$ cat config.mk
export PLATFORM = sky130hd
export DESIGN_NAME = sbus_frame_decoder_core
export DESIGN_NICKNAME = d
export VERILOG_FILES = /design/src/rtl/sfd_pkg.sv /design/src/rtl/sbus_frame_decoder_core.sv
export SDC_FILE = /design/constraint.sdc
export NUM_CORES = 1
export LEC_CHECK = 0
export BUFFER_PORTS_ARGS = -buffer_cell sky130_fd_sc_hd__clkbuf_2
export CAP_MARGIN = 5
export CORE_MARGIN = 2
export CORE_UTILIZATION = 44
export DETAILED_ROUTE_END_ITERATION = 12
export HOLD_SLACK_MARGIN = 0.15
export PLACE_DENSITY = 0.68
export SETUP_SLACK_MARGIN = 0.1
export SLEW_MARGIN = 0
export SYNTH_ARGS = -nofsm -noshare
export SYNTH_HDL_FRONTEND = slang
export SYNTH_SLANG_ARGS = --single-unit
$ cat constraint.sdc
create_clock -name clk -period 3.7 [get_ports clk]
set_input_delay 0.37 -clock clk [delete_from_list [all_inputs] [get_ports clk]]
set_output_delay 0.37 -clock clk [all_outputs]
set_load 0.1 [all_outputs]
$ cat src/rtl/sfd_pkg.sv
// Shared constants and types for the SBUS frame decoder.
// No dependencies.
`default_nettype none

package sfd_pkg;

    // frame layout
    localparam int FRAME_BYTES  = 25;
    localparam int FLAGS_POS    = 23;
    localparam int FOOTER_POS   = 24;
    localparam int FIRST_DATA   = 1;
    localparam int LAST_DATA    = 22;
    localparam int NUM_CHANNELS = 16;
    localparam int CHAN_BITS    = 11;
    localparam logic [10:0] CHAN_MASK = 11'h7FF;

    // widths
    localparam int IDX_W   = 5;   // byte position in a frame
    localparam int ACC_W   = 24;  // channel bit buffer
    localparam int NBITS_W = 5;   // bits held in the buffer

    // register reset values
    localparam logic [7:0] HEADER_RESET = 8'h0F;
    localparam logic [7:0] FOOTER_RESET = 8'h00;

    // configuration register indexes
    localparam logic [7:0] REG_HEADER = 8'd0;
    localparam logic [7:0] REG_FOOTER = 8'd1;

    // frame check result
    typedef enum logic [1:0] {
        ST_OK       = 2'd0,
        ST_BAD_LEN  = 2'd1,
        ST_BAD_HEAD = 2'd2,
        ST_BAD_FOOT = 2'd3
    } status_t;

endpackage

`default_nettype wire

$ cat src/rtl/sbus_frame_decoder_core.sv
// SBUS frame decoder: byte stream in, one word per channel out.
// Depends on sfd_pkg.
//
// Throughput: one byte per cycle in while the write bank is free. A good frame
// holds its bank while its 16 words drain, paced by the byte fetch, which waits
// until the 24-bit bit buffer surely has room.
// Two frame banks: a new frame fills one bank while the other drains; input
// stalls only when both banks hold frames, so back-to-back good 25-byte frames
// make the input stall. Reset clears control state and loads header 0x0F,
// footer 0x00; the frame store itself is not cleared.
`default_nettype none

module sbus_frame_decoder_core (
    input  wire logic        clk,
    input  wire logic        rst_n,
    // input stream
    input  wire logic        s_axis_tvalid,
    output logic             s_axis_tready,
    input  wire logic [7:0]  s_axis_tdata,   // [7:0] rx_byte
    input  wire logic        s_axis_tlast,   // frame_end
    // result stream
    output logic             m_axis_tvalid,
    input  wire logic        m_axis_tready,
    output logic [23:0]      m_axis_tdata,   // [3:0] channel_index, [14:4] channel_value,
                                             // [15] aux_ch17, [16] aux_ch18,
                                             // [17] lost_frame, [18] fail_safe, rest 0
    output logic [1:0]       m_axis_tuser,   // [1:0] status
    output logic             m_axis_tlast,   // last
    // configuration writes
    input  wire logic        cfg_valid,
    output logic             cfg_ready,
    input  wire logic [7:0]  cfg_index,
    input  wire logic [7:0]  cfg_data
);
    import sfd_pkg::*;

    // frame store: two banks of 32 entries, 25 used each
    logic [7:0] mem [0:63];

    // configuration
    logic [7:0] header_reg;
    logic [7:0] footer_reg;

    // write side
    logic             wr_bank_reg;
    logic [IDX_W-1:0] count_reg;
    logic [7:0]       head_byte_reg;
    logic [7:0]       foot_byte_reg;

    // per-bank frame jobs
    logic [1:0]       busy_reg;
    status_t          status_reg [0:1];
    logic [3:0]       flags_reg  [0:1];

    // drain side
    logic               rd_bank_reg;
    logic [IDX_W-1:0]   rd_ptr_reg;
    logic               rd_vld_reg;
    logic [7:0]         rd_data_reg;
    logic [ACC_W-1:0]   acc_reg, acc_next;
    logic [NBITS_W-1:0] nbits_reg, nbits_next;
    logic [3:0]         ch_cnt_reg;

    // output register
    logic        out_valid_reg;
    logic [3:0]  out_index_reg;
    logic [10:0] out_value_reg;
    logic [3:0]  out_flags_reg;
    status_t     out_status_reg;
    logic        out_last_reg;

    logic    in_acc;
    logic    frame_done;
    logic    len_ok;
    logic    head_ok;
    logic    foot_ok;
    logic [7:0] byte0;
    logic [7:0] byte24;
    status_t chk_status;
    logic    job_active;
    logic    job_good;
    logic    out_free;
    logic    emit_ch;
    logic    emit_err;
    logic    job_done;
    logic    rd_issue;
    logic [ACC_W-1:0]   acc_base;
    logic [NBITS_W-1:0] nb_base;

    assign cfg_ready     = 1'b1;
    assign s_axis_tready = !busy_reg[wr_bank_reg];
    assign in_acc        = s_axis_tvalid && s_axis_tready;
    assign frame_done    = in_acc && s_axis_tlast;

    // frame checks, using the current byte where it lands at a checked position
    assign byte0   = (count_reg == '0) ? s_axis_tdata : head_byte_reg;
    assign byte24  = (count_reg == IDX_W'(FOOTER_POS)) ? s_axis_tdata : foot_byte_reg;
    assign len_ok  = (count_reg >= IDX_W'(FRAME_BYTES - 1));
    assign head_ok = (byte0 == header_reg);
    assign foot_ok = (byte24 == footer_reg);

    always_comb
    begin
        if (!len_ok)
            chk_status = ST_BAD_LEN;
        else if (!head_ok)
            chk_status = ST_BAD_HEAD;
        else if (!foot_ok)
            chk_status = ST_BAD_FOOT;
        else
            chk_status = ST_OK;
    end

    // drain control
    assign job_active = busy_reg[rd_bank_reg];
    assign job_good   = job_active && (status_reg[rd_bank_reg] == ST_OK);
    assign out_free   = !out_valid_reg || m_axis_tready;
    assign emit_ch    = job_good && (nbits_reg >= NBITS_W'(CHAN_BITS)) && out_free;
    assign emit_err   = job_active && (status_reg[rd_bank_reg] != ST_OK) && out_free;
    assign job_done   = emit_err || (emit_ch && (ch_cnt_reg == 4'(NUM_CHANNELS - 1)));
    assign rd_issue   = job_good && (rd_ptr_reg <= IDX_W'(LAST_DATA)) &&
                        (rd_vld_reg ? (nbits_reg <= NBITS_W'(8)) :
                                      (nbits_reg <= NBITS_W'(16)));

    // bit buffer: drop an emitted channel, append an arriving byte
    always_comb
    begin
        acc_base = emit_ch ? (acc_reg >> CHAN_BITS) : acc_reg;
        nb_base  = emit_ch ? (nbits_reg - NBITS_W'(CHAN_BITS)) : nbits_reg;
        if (rd_vld_reg)
        begin
            acc_next   = acc_base | (ACC_W'(rd_data_reg) << nb_base);
            nbits_next = nb_base + NBITS_W'(8);
        end
        else
        begin
            acc_next   = acc_base;
            nbits_next = nb_base;
        end
    end

    // frame store write and read port
    always_ff @(posedge clk)
    begin
        if (in_acc && (count_reg < IDX_W'(FRAME_BYTES)))
            mem[{wr_bank_reg, count_reg}] <= s_axis_tdata;
        rd_data_reg <= mem[{rd_bank_reg, rd_ptr_reg}];
    end

    // frame payload captured while filling; flags and status are kept per bank
    always_ff @(posedge clk)
    begin
        if (in_acc && (count_reg == IDX_W'(0)))
            head_byte_reg <= s_axis_tdata;
        if (in_acc && (count_reg == IDX_W'(FOOTER_POS)))
            foot_byte_reg <= s_axis_tdata;
        if (in_acc && (count_reg == IDX_W'(FLAGS_POS)))
            flags_reg[wr_bank_reg] <= s_axis_tdata[3:0];
        if (frame_done)
            status_reg[wr_bank_reg] <= chk_status;
    end

    // configuration registers
    always_ff @(posedge clk or negedge rst_n)
    begin
        if (!rst_n)
        begin
            header_reg <= HEADER_RESET;
            footer_reg <= FOOTER_RESET;
        end
        else if (cfg_valid && cfg_ready)
        begin
            unique case (cfg_index)
                REG_HEADER: header_reg <= cfg_data;
                REG_FOOTER: footer_reg <= cfg_data;
                default: ;
            endcase
        end
    end

    // write side and bank bookkeeping
    always_ff @(posedge clk or negedge rst_n)
    begin
        if (!rst_n)
        begin
            wr_bank_reg <= 1'b0;
            count_reg   <= '0;
            busy_reg    <= '0;
        end
        else
        begin
            if (frame_done)
            begin
                count_reg   <= '0;
                wr_bank_reg <= !wr_bank_reg;
            end
            else if (in_acc && (count_reg < IDX_W'(FRAME_BYTES)))
                count_reg <= count_reg + IDX_W'(1);

            // the two banks never coincide here: a busy write bank blocks input
            if (frame_done)
                busy_reg[wr_bank_reg] <= 1'b1;
            if (job_done)
                busy_reg[rd_bank_reg] <= 1'b0;
        end
    end

    // drain engine
    always_ff @(posedge clk or negedge rst_n)
    begin
        if (!rst_n)
        begin
            rd_bank_reg <= 1'b0;
            rd_ptr_reg  <= IDX_W'(FIRST_DATA);
            rd_vld_reg  <= 1'b0;
            acc_reg     <= '0;
            nbits_reg   <= '0;
            ch_cnt_reg  <= '0;
        end
        else
        begin
            rd_vld_reg <= rd_issue;
            if (job_done)
            begin
                rd_bank_reg <= !rd_bank_reg;
                rd_ptr_reg  <= IDX_W'(FIRST_DATA);
                acc_reg     <= '0;
                nbits_reg   <= '0;
                ch_cnt_reg  <= '0;
            end
            else
            begin
                if (rd_issue)
                    rd_ptr_reg <= rd_ptr_reg + IDX_W'(1);
                acc_reg   <= acc_next;
                nbits_reg <= nbits_next;
                if (emit_ch)
                    ch_cnt_reg <= ch_cnt_reg + 4'd1;
            end
        end
    end

    // output register
    always_ff @(posedge clk or negedge rst_n)
    begin
        if (!rst_n)
            out_valid_reg <= 1'b0;
        else if (emit_ch || emit_err)
            out_valid_reg <= 1'b1;
        else if (m_axis_tready)
            out_valid_reg <= 1'b0;
    end

    always_ff @(posedge clk)
    begin
        if (emit_ch)
        begin
            out_index_reg  <= ch_cnt_reg;
            out_value_reg  <= acc_reg[CHAN_BITS-1:0] & CHAN_MASK;
            out_flags_reg  <= flags_reg[rd_bank_reg];
            out_status_reg <= ST_OK;
            out_last_reg   <= (ch_cnt_reg == 4'(NUM_CHANNELS - 1));
        end
        else if (emit_err)
        begin
            out_index_reg  <= '0;
            out_value_reg  <= '0;
            out_flags_reg  <= '0;
            out_status_reg <= status_reg[rd_bank_reg];
            out_last_reg   <= 1'b1;
        end
    end

    assign m_axis_tvalid = out_valid_reg;
    assign m_axis_tdata  = {5'd0, out_flags_reg, out_value_reg, out_index_reg};
    assign m_axis_tuser  = out_status_reg;
    assign m_axis_tlast  = out_last_reg;

endmodule

`default_nettype wire

==> results.yml, run 1 <==
outcome:
  outcome: "complete, no violations"
synth:
  synth_simple_gate_area_share_pct: 5.08
  postSynthAreaPerCell_sq_um: 18.0
  yosys_warnings: 0
  seq_area_frac_synth_pct: 71.4
  synthCells: 1447
  synthArstFlopShare_pct: 10.2
  netlist_area_sq_um: 26100
  synthMuxAreaShare_pct: 16.7
  synth.area.top_cells: "edfxtp_1 (64%), mux4_2 (13%), dfrtp_1 (5.8%)"
  synthXorXnorAreaFrac_pct: 0.805
  synth_edf_count: 560
  synth_top_area_share_pct: 64.4
  synth_top_family_by_area: "multiplexers"
  synthAdderAreaFrac_pct: 0.335
  ys.flop_type: "edfxtp_1"
  yosys.area.top_type: "edfxtp_1"
  synth_compound_area_share_pct: 3.90
  ys_ff_latch: 635
  yosys.cell_types.count: 76
pwr:
  power_density_nw_per_um2: 601
  cellLeakagePower_nw: 10.3
  switching_share_pct: 28.9
  switchingPower_w: 0.00522
  pwr-share-clk_pct: 34.1
  internal_power_w: 0.0128
  seqPwrFrac_pct: 47.8
  combPwrFrac_pct: 18.1
  irDropWorstVdd_v: 0.000743
sta:
  slew_viol_final: 0
  min_period_ns: 3.13
  fin_tns_setup_ns: 0
  hold_viol: 0
  setup_viol: 0
  rsz0062_at_grt: "false"
  finalCritPeriodShare_pct: 84.7
  slew_headroom_pct: 23.7
  setup_ws_ns: 0.568
  skew_ns: 0.0331
  fmax_mhz: 319
  worstMarginPinSlew_ns: 1.15
global_routing:
  grt_pass1_wl_mm: 85.5
  grt.overflow.total: 0
  first_global_vias: 13772
  antenna_found_initial: 2
  grt_max_degree: 67
  gr-usage-all-layers_pct: 18.9
setup_path:
  worstPathArrival_ns: 3.39
  endpoint_kind: "flop"
  worstPathRequired_ns: 3.96
  worst_setup_path_start_kind: "flop"
  crit_path_max_fanout: 8
  critPathKind: "reg2reg"
finish:
  largest_register_ffs: 512
  antenna_cells: 0
  area_growth_pct: 15.1
  drive_gt1_share_pct: 23.3
  fin_nets: 1698
  instances_no_fill: 2486
  fin_util_pct: 51.1
clock_tree:
  clk_path_buf_depth: 3
  clock_latency_ns: 0.65
  clkTransAtPathRegs_ns: 0.06
  post_cts_buffers: 0
  cts_buffers: 61
  cts_root_buffer: "clkbuf_16"
  clock-sinks: 635
  cts_tree: "built"
  h-tree-depth: 2
detailed_routing:
  wl_per_cell_um: 22.9
  vias_per_cell: 5.61
  drc: 0
  dr.pass1.iters: 5
  ant_nets: 0
  dr_total_vias: 13950
  routed_wl_mm: 57.0
  drt_iter0_markers: 1523
floorplan:
  rows: 89
  initial_core_util_pct: 44.4
  die_w_um: 248
  die_area_sq_um: 61300
  die_h_um: 248
  ios: 60
  core_area_sq_um: 58800
placed_design:
  post-place-ws_ns: 0.604
  port_buffers: 53
  hpwl_mm: 36.6
  place_congestion: 0.930
  dp.cells: 2360
run:
  maxCapViolations: 0
min_path:
  hold_path_class: "in2reg"
through the flow:
step,cell area (sq um),total power (W),hold slack [ns]
after CTS,30100,0.0182,0.160
after floorplan,26600,0.0111,0.0744
after global routing,30100,0.0187,0.153
after detailed placement,28000,0.0120,0.492
final,30100,0.0181,0.160
after global placement,28000,0.0120,0.479
kinds of logic (layout without fill, tap and decap cells):
group | after synthesis | count (layout)
adder cells (fa/ha/maj) | 7 | 7
XOR/XNOR | 24 | 24
AND/OR/NAND/NOR | 290 | 290
flip-flops | 635 | 635
multiplexers | 241 | 241
other | 2 | 118
buffers and inverters | 107 | 257
AO/OA/AOI/OAI | 141 | 141
worst paths after layout:
path	startpoint	end	slack, ns	cells past startpoint
setup / recovery	wr_bank_reg	mem[50][0]	0.57	5
hold / removal	s_axis_tdata[1]	foot_byte_reg[1]	0.16	1
setup reg to reg	wr_bank_reg	mem[50][0]	0.57	5
hold reg to reg	acc_reg[13]	acc_reg[13]	0.50	2
max in group asynchronous	rst_n	rd_ptr_reg[0]	2.24	3
min in group asynchronous	rst_n	footer_reg[3]	0.51	2
critical path: stages, from the launching register on:
cell,delay [ns]
dfrtp_1,0.50
mux2i_4,0.30
and2_1,0.26
o21ai_0,0.25
or4_1,0.78
nor2_1,0.68
power by group through the flow:
stage | registers (W) | logic, W | clock network, W
floorplan | 0.00927 | 0.00179 | 0
global placement | 0.00875 | 0.00325 | 0
detailed placement | 0.00878 | 0.00327 | 0
CTS | 0.00863 | 0.00329 | 0.00630
global route | 0.00867 | 0.00348 | 0.00655
finish | 0.00863 | 0.00327 | 0.00616
synthesized netlist by cell type (7+ instances only):
cell type  number
dfrtp_1        60
xnor2_1        21
a31oi_1        11
o21ai_0        20
nor3_1         11
ha_1            7
clkbuf_1       62
mux2i_1        65
edfxtp_1      560
nand4_1         7
buf_4           7
dfxtp_1        10
or3_1           7
buf_2          16
nand2_1        84
nand3_1        17
o221ai_1       10
a21oi_1        29
mux2_2         22
o22ai_1        11
mux4_2        153
nor4_1          8
and3_1         21
nor2_1        108
inv_1          15
timing repair:
action,CTS,global route
hold endpoints to repair,64,0
hold buffers,11,0
resized for setup,0,0
cell type report:
type / count / area [sq um]
Inverter: 15 / 56.3
Clock inverter: 40 / 409
Fill cell: 4743 / 28700
Clock buffer: 75 / 1580
Timing Repair Buffer: 127 / 923
Multi-Input combinational cell: 821 / 7460
Sequential cell: 635 / 18700
Tap cell: 773 / 967
per-layer routing:
layer	track usage [%]	vias to the layer above	routed length (um)
met5	0	-	0
met4	6.82	0	1730
met3	3.18	104	3560
met2	30.9	502	28000
met1	25.8	7210	23700
li1	-	6134	-
cells in the final DEF (no fill, tap or decap), types with 20 or more instances in the layout:
| cell | instances |
|---|---|
| nor2_1 | 108 |
| conb_1 | 118 |
| clkbuf_16 | 61 |
| and3_1 | 21 |
| dfrtp_1 | 58 |
| clkbuf_2 | 52 |
| a21oi_1 | 29 |
| buf_4 | 57 |
| mux2_2 | 22 |
| edfxtp_1 | 560 |
| nand2_1 | 84 |
| mux4_2 | 153 |
| o21ai_0 | 20 |
| mux2i_1 | 64 |
| xnor2_1 | 21 |
No activity file was read; power rests on OpenSTA's default activity.
==> run 2, diff against run 1 <==
--- a/config.mk
+++ b/config.mk
@@ -11,7 +11,7 @@
 export CORE_UTILIZATION = 44
 export DETAILED_ROUTE_END_ITERATION = 12
 export HOLD_SLACK_MARGIN = 0.15
-export PLACE_DENSITY = 0.68
+export PLACE_DENSITY = 0.71
 export SETUP_SLACK_MARGIN = 0.1
 export SLEW_MARGIN = 0
 export SYNTH_ARGS = -nofsm -noshare
==> constraint.sdc (replaced) <==
create_clock -name clk -period 2.6 [get_ports clk]
set_input_delay 0.26 -clock clk [delete_from_list [all_inputs] [get_ports clk]]
set_output_delay 0.26 -clock clk [all_outputs]
set_load 0.1 [all_outputs]
==> run 2 against run 1 <==
  * The run now ends with setup timing left
  * Global-route usage up 2.1 points
  * Non-clock buffer count up 165
  * First-iteration DRC count down 5.2%
==> results.yml, run 2 (synthesis gave the netlist of run 1 again) <==
placed_design:
  port_buffers: 53
  hpwl_mm: 39.5
  place_congestion: 0.855
  dp.cells: 2466
  post-place-ws_ns: -0.0916
  place_area_sq_um: 29100
setup_path:
  path_delay_family: "compound AO/OA/AOI/OAI gates"
  r2r_end: "acc_reg[14]"
  critPathCapture: "acc_reg[14]"
  crit_cells: 8
  worst_setup_path_start_kind: "flop"
  crit_chain: "or3_4, a2111oi_4, buf_4, a21o_4, and2_4, a21oi_4, mux4_2, o221ai_2"
  r2r_start: "status_reg[0][0]"
  cpPeakStageDelay_ns: 0.54
  crit_buf_inv: 1
  crit_path_max_fanout: 6
  critPathKind: "reg2reg"
  slowest_stage: "mux4_2"
  startpoint: "status_reg[0][0]"
  worstPathRequired_ns: 3.10
  r2r_cells: 8
  worstPathArrival_ns: 3.14
  rrSetupSlack_ns: -0.04
  endpoint_kind: "flop"
finish:
  final_cell_mix: "edfxtp_1 (560), buf_4 (173), mux4_2 (153)"
  largest_register_ffs: 512
  drive_gt1_share_pct: 36.2
  fin_util_pct: 55.4
  fin_area_sq_um: 32600
  antenna_cells: 0
  layout_commonest_cell: "edfxtp_1"
  instances_no_fill: 2653
  area_growth_pct: 24.7
  fin_nets: 1868
clock_tree:
  clkTransAtPathRegs_ns: 0.06
  clock_latency_ns: 0.60
  h-tree-depth: 3
  cts_root_buffer: "clkbuf_16"
  clk_path_buf_depth: 3
  cts_tree: "built"
  clock-sinks: 635
  cts_buffers: 66
floorplan:
  die_area_sq_um: 61300
  core_area_sq_um: 58800
  initial_core_util_pct: 44.4
  ios: 60
  rows: 89
  die_h_um: 248
  die_w_um: 248
sta:
  slew_viol_final: 0
  setup_viol: 7
  slew_headroom_pct: 40.8
  min_period_ns: 2.64
  rsz0062_at_grt: "true"
  setup_ws_ns: -0.0410
  worstMarginPinSlew_ns: 0.887
  skew_ns: 0.0214
  fmax_mhz: 379
  finalCritPeriodShare_pct: 102
  hold_viol: 0
global_routing:
  antenna_found_initial: 1
  first_global_vias: 15219
  grt.overflow.total: 0
  use_met2_pct: 35.4
  grt_use_met1_pct: 28.2
  grt_pass1_wl_mm: 95.1
  grt_max_degree: 67
  top_usage_layer: "met2"
  grt.met3_usage_pct: 3.72
  gr-usage-all-layers_pct: 21.1
pwr:
  power_density_nw_per_um2: 842
  cellLeakagePower_nw: 11.4
  irDropWorstVdd_v: 0.00104
  total_power_w: 0.0274
min_path:
  hold_path_class: "in2reg"
  hp-start: "s_axis_tdata[0]"
detailed_routing:
  drt_iter0_markers: 1444
  wl_per_cell_um: 23.8
  drc: 0
  routed_wl_mm: 63.2
  vias_per_cell: 5.61
  dr.pass1.iters: 5
  ant_nets: 0
  dr_total_vias: 14874
run:
  maxCapViolations: 0
outcome:
  violations: "setup timing"
  outcome: "finished, violations left"
## run 2: cell types whose count changed in the layout (fill, tap and decap cells not counted), sizes merged
| cell | delta |
|---|---|
| buf | +159 |
| clkbuf | +17 |
| clkinv | -10 |
| bufinv | -5 |
| dlygate4sd3 | +5 |
| clkinvlp | +3 |
| inv | -2 |
## run 2: report_power, final
| part | switching (W) | leakage, nW | internal [W] | total, W |
|---|---|---|---|---|
| clock network | 0.00382 | 1.02 | 0.00529 | 0.00911 |
| logic | 0.00382 | 4.29 | 0.00228 | 0.00610 |
| registers | 0.000401 | 6.09 | 0.0118 | 0.0122 |
| total | 0.00804 | 11.4 | 0.0194 | 0.0274 |
## run 2: stage by stage
| step | TNS (ns) | hold slack (ns) |
|---|---|---|
| final | -0.142 | 0.147 |
| after global routing | -1.34 | 0.160 |
| after CTS | -0.0260 | 0.164 |
| after detailed placement | -0.449 | 0.298 |
| after global placement | -0.119 | 0.289 |
| after floorplan | -27.29 | -0.0356 |
## run 2: layer usage
layer  vias to the layer above  part of all wire [%]
met5                         -                     0
met1                      7688                    40
li1                       6469                     -
met4                         0                   2.6
met2                       618                    50
met3                        99                   7.6
## run 2: worst register-to-register path, delay by kind of cell (launching register included)
family | cells | cell delay [ns]
and+or+nand+nor | 2 | 0.64
muxes | 1 | 0.54
DFF | 1 | 0.38
AOI/OAI and AO/OA | 4 | 0.78
buffers and inverters | 1 | 0.21
## run 2: area by class of cell
type / instances / area (sq um)
inverter: 15 / 60.1
timing repair buffer: 292 / 2620
fill: 4507 / 26200
multi-input combinational: 821 / 8170
clock inverter: 26 / 184
sequential: 635 / 18700
clock buffer: 91 / 1890
tap: 773 / 967
## run 2: timing repair
action	4_1_cts	5_1_grt
gates resized for setup	77	60
buffers inserted	25	24
hold buffers	16	0
pin swaps	19	28
endpoints found under the hold margin	99	0
gates cloned	7	1
setup endpoints to repair	36	119
## run 2: worst min path at each step
stage | depth (start not counted) | to | slack (ns)
6_report | 1 | mem[39][0] | 0.15
5_1_grt | 1 | mem[39][0] | 0.16
4_1_cts | 1 | mem[36][0] | 0.16
3_5_place_dp | 1 | ch_cnt_reg[1] | 0.30
3_3_place_gp | 1 | ch_cnt_reg[3] | 0.29
2_1_floorplan | 0 | acc_reg[0] | -0.04
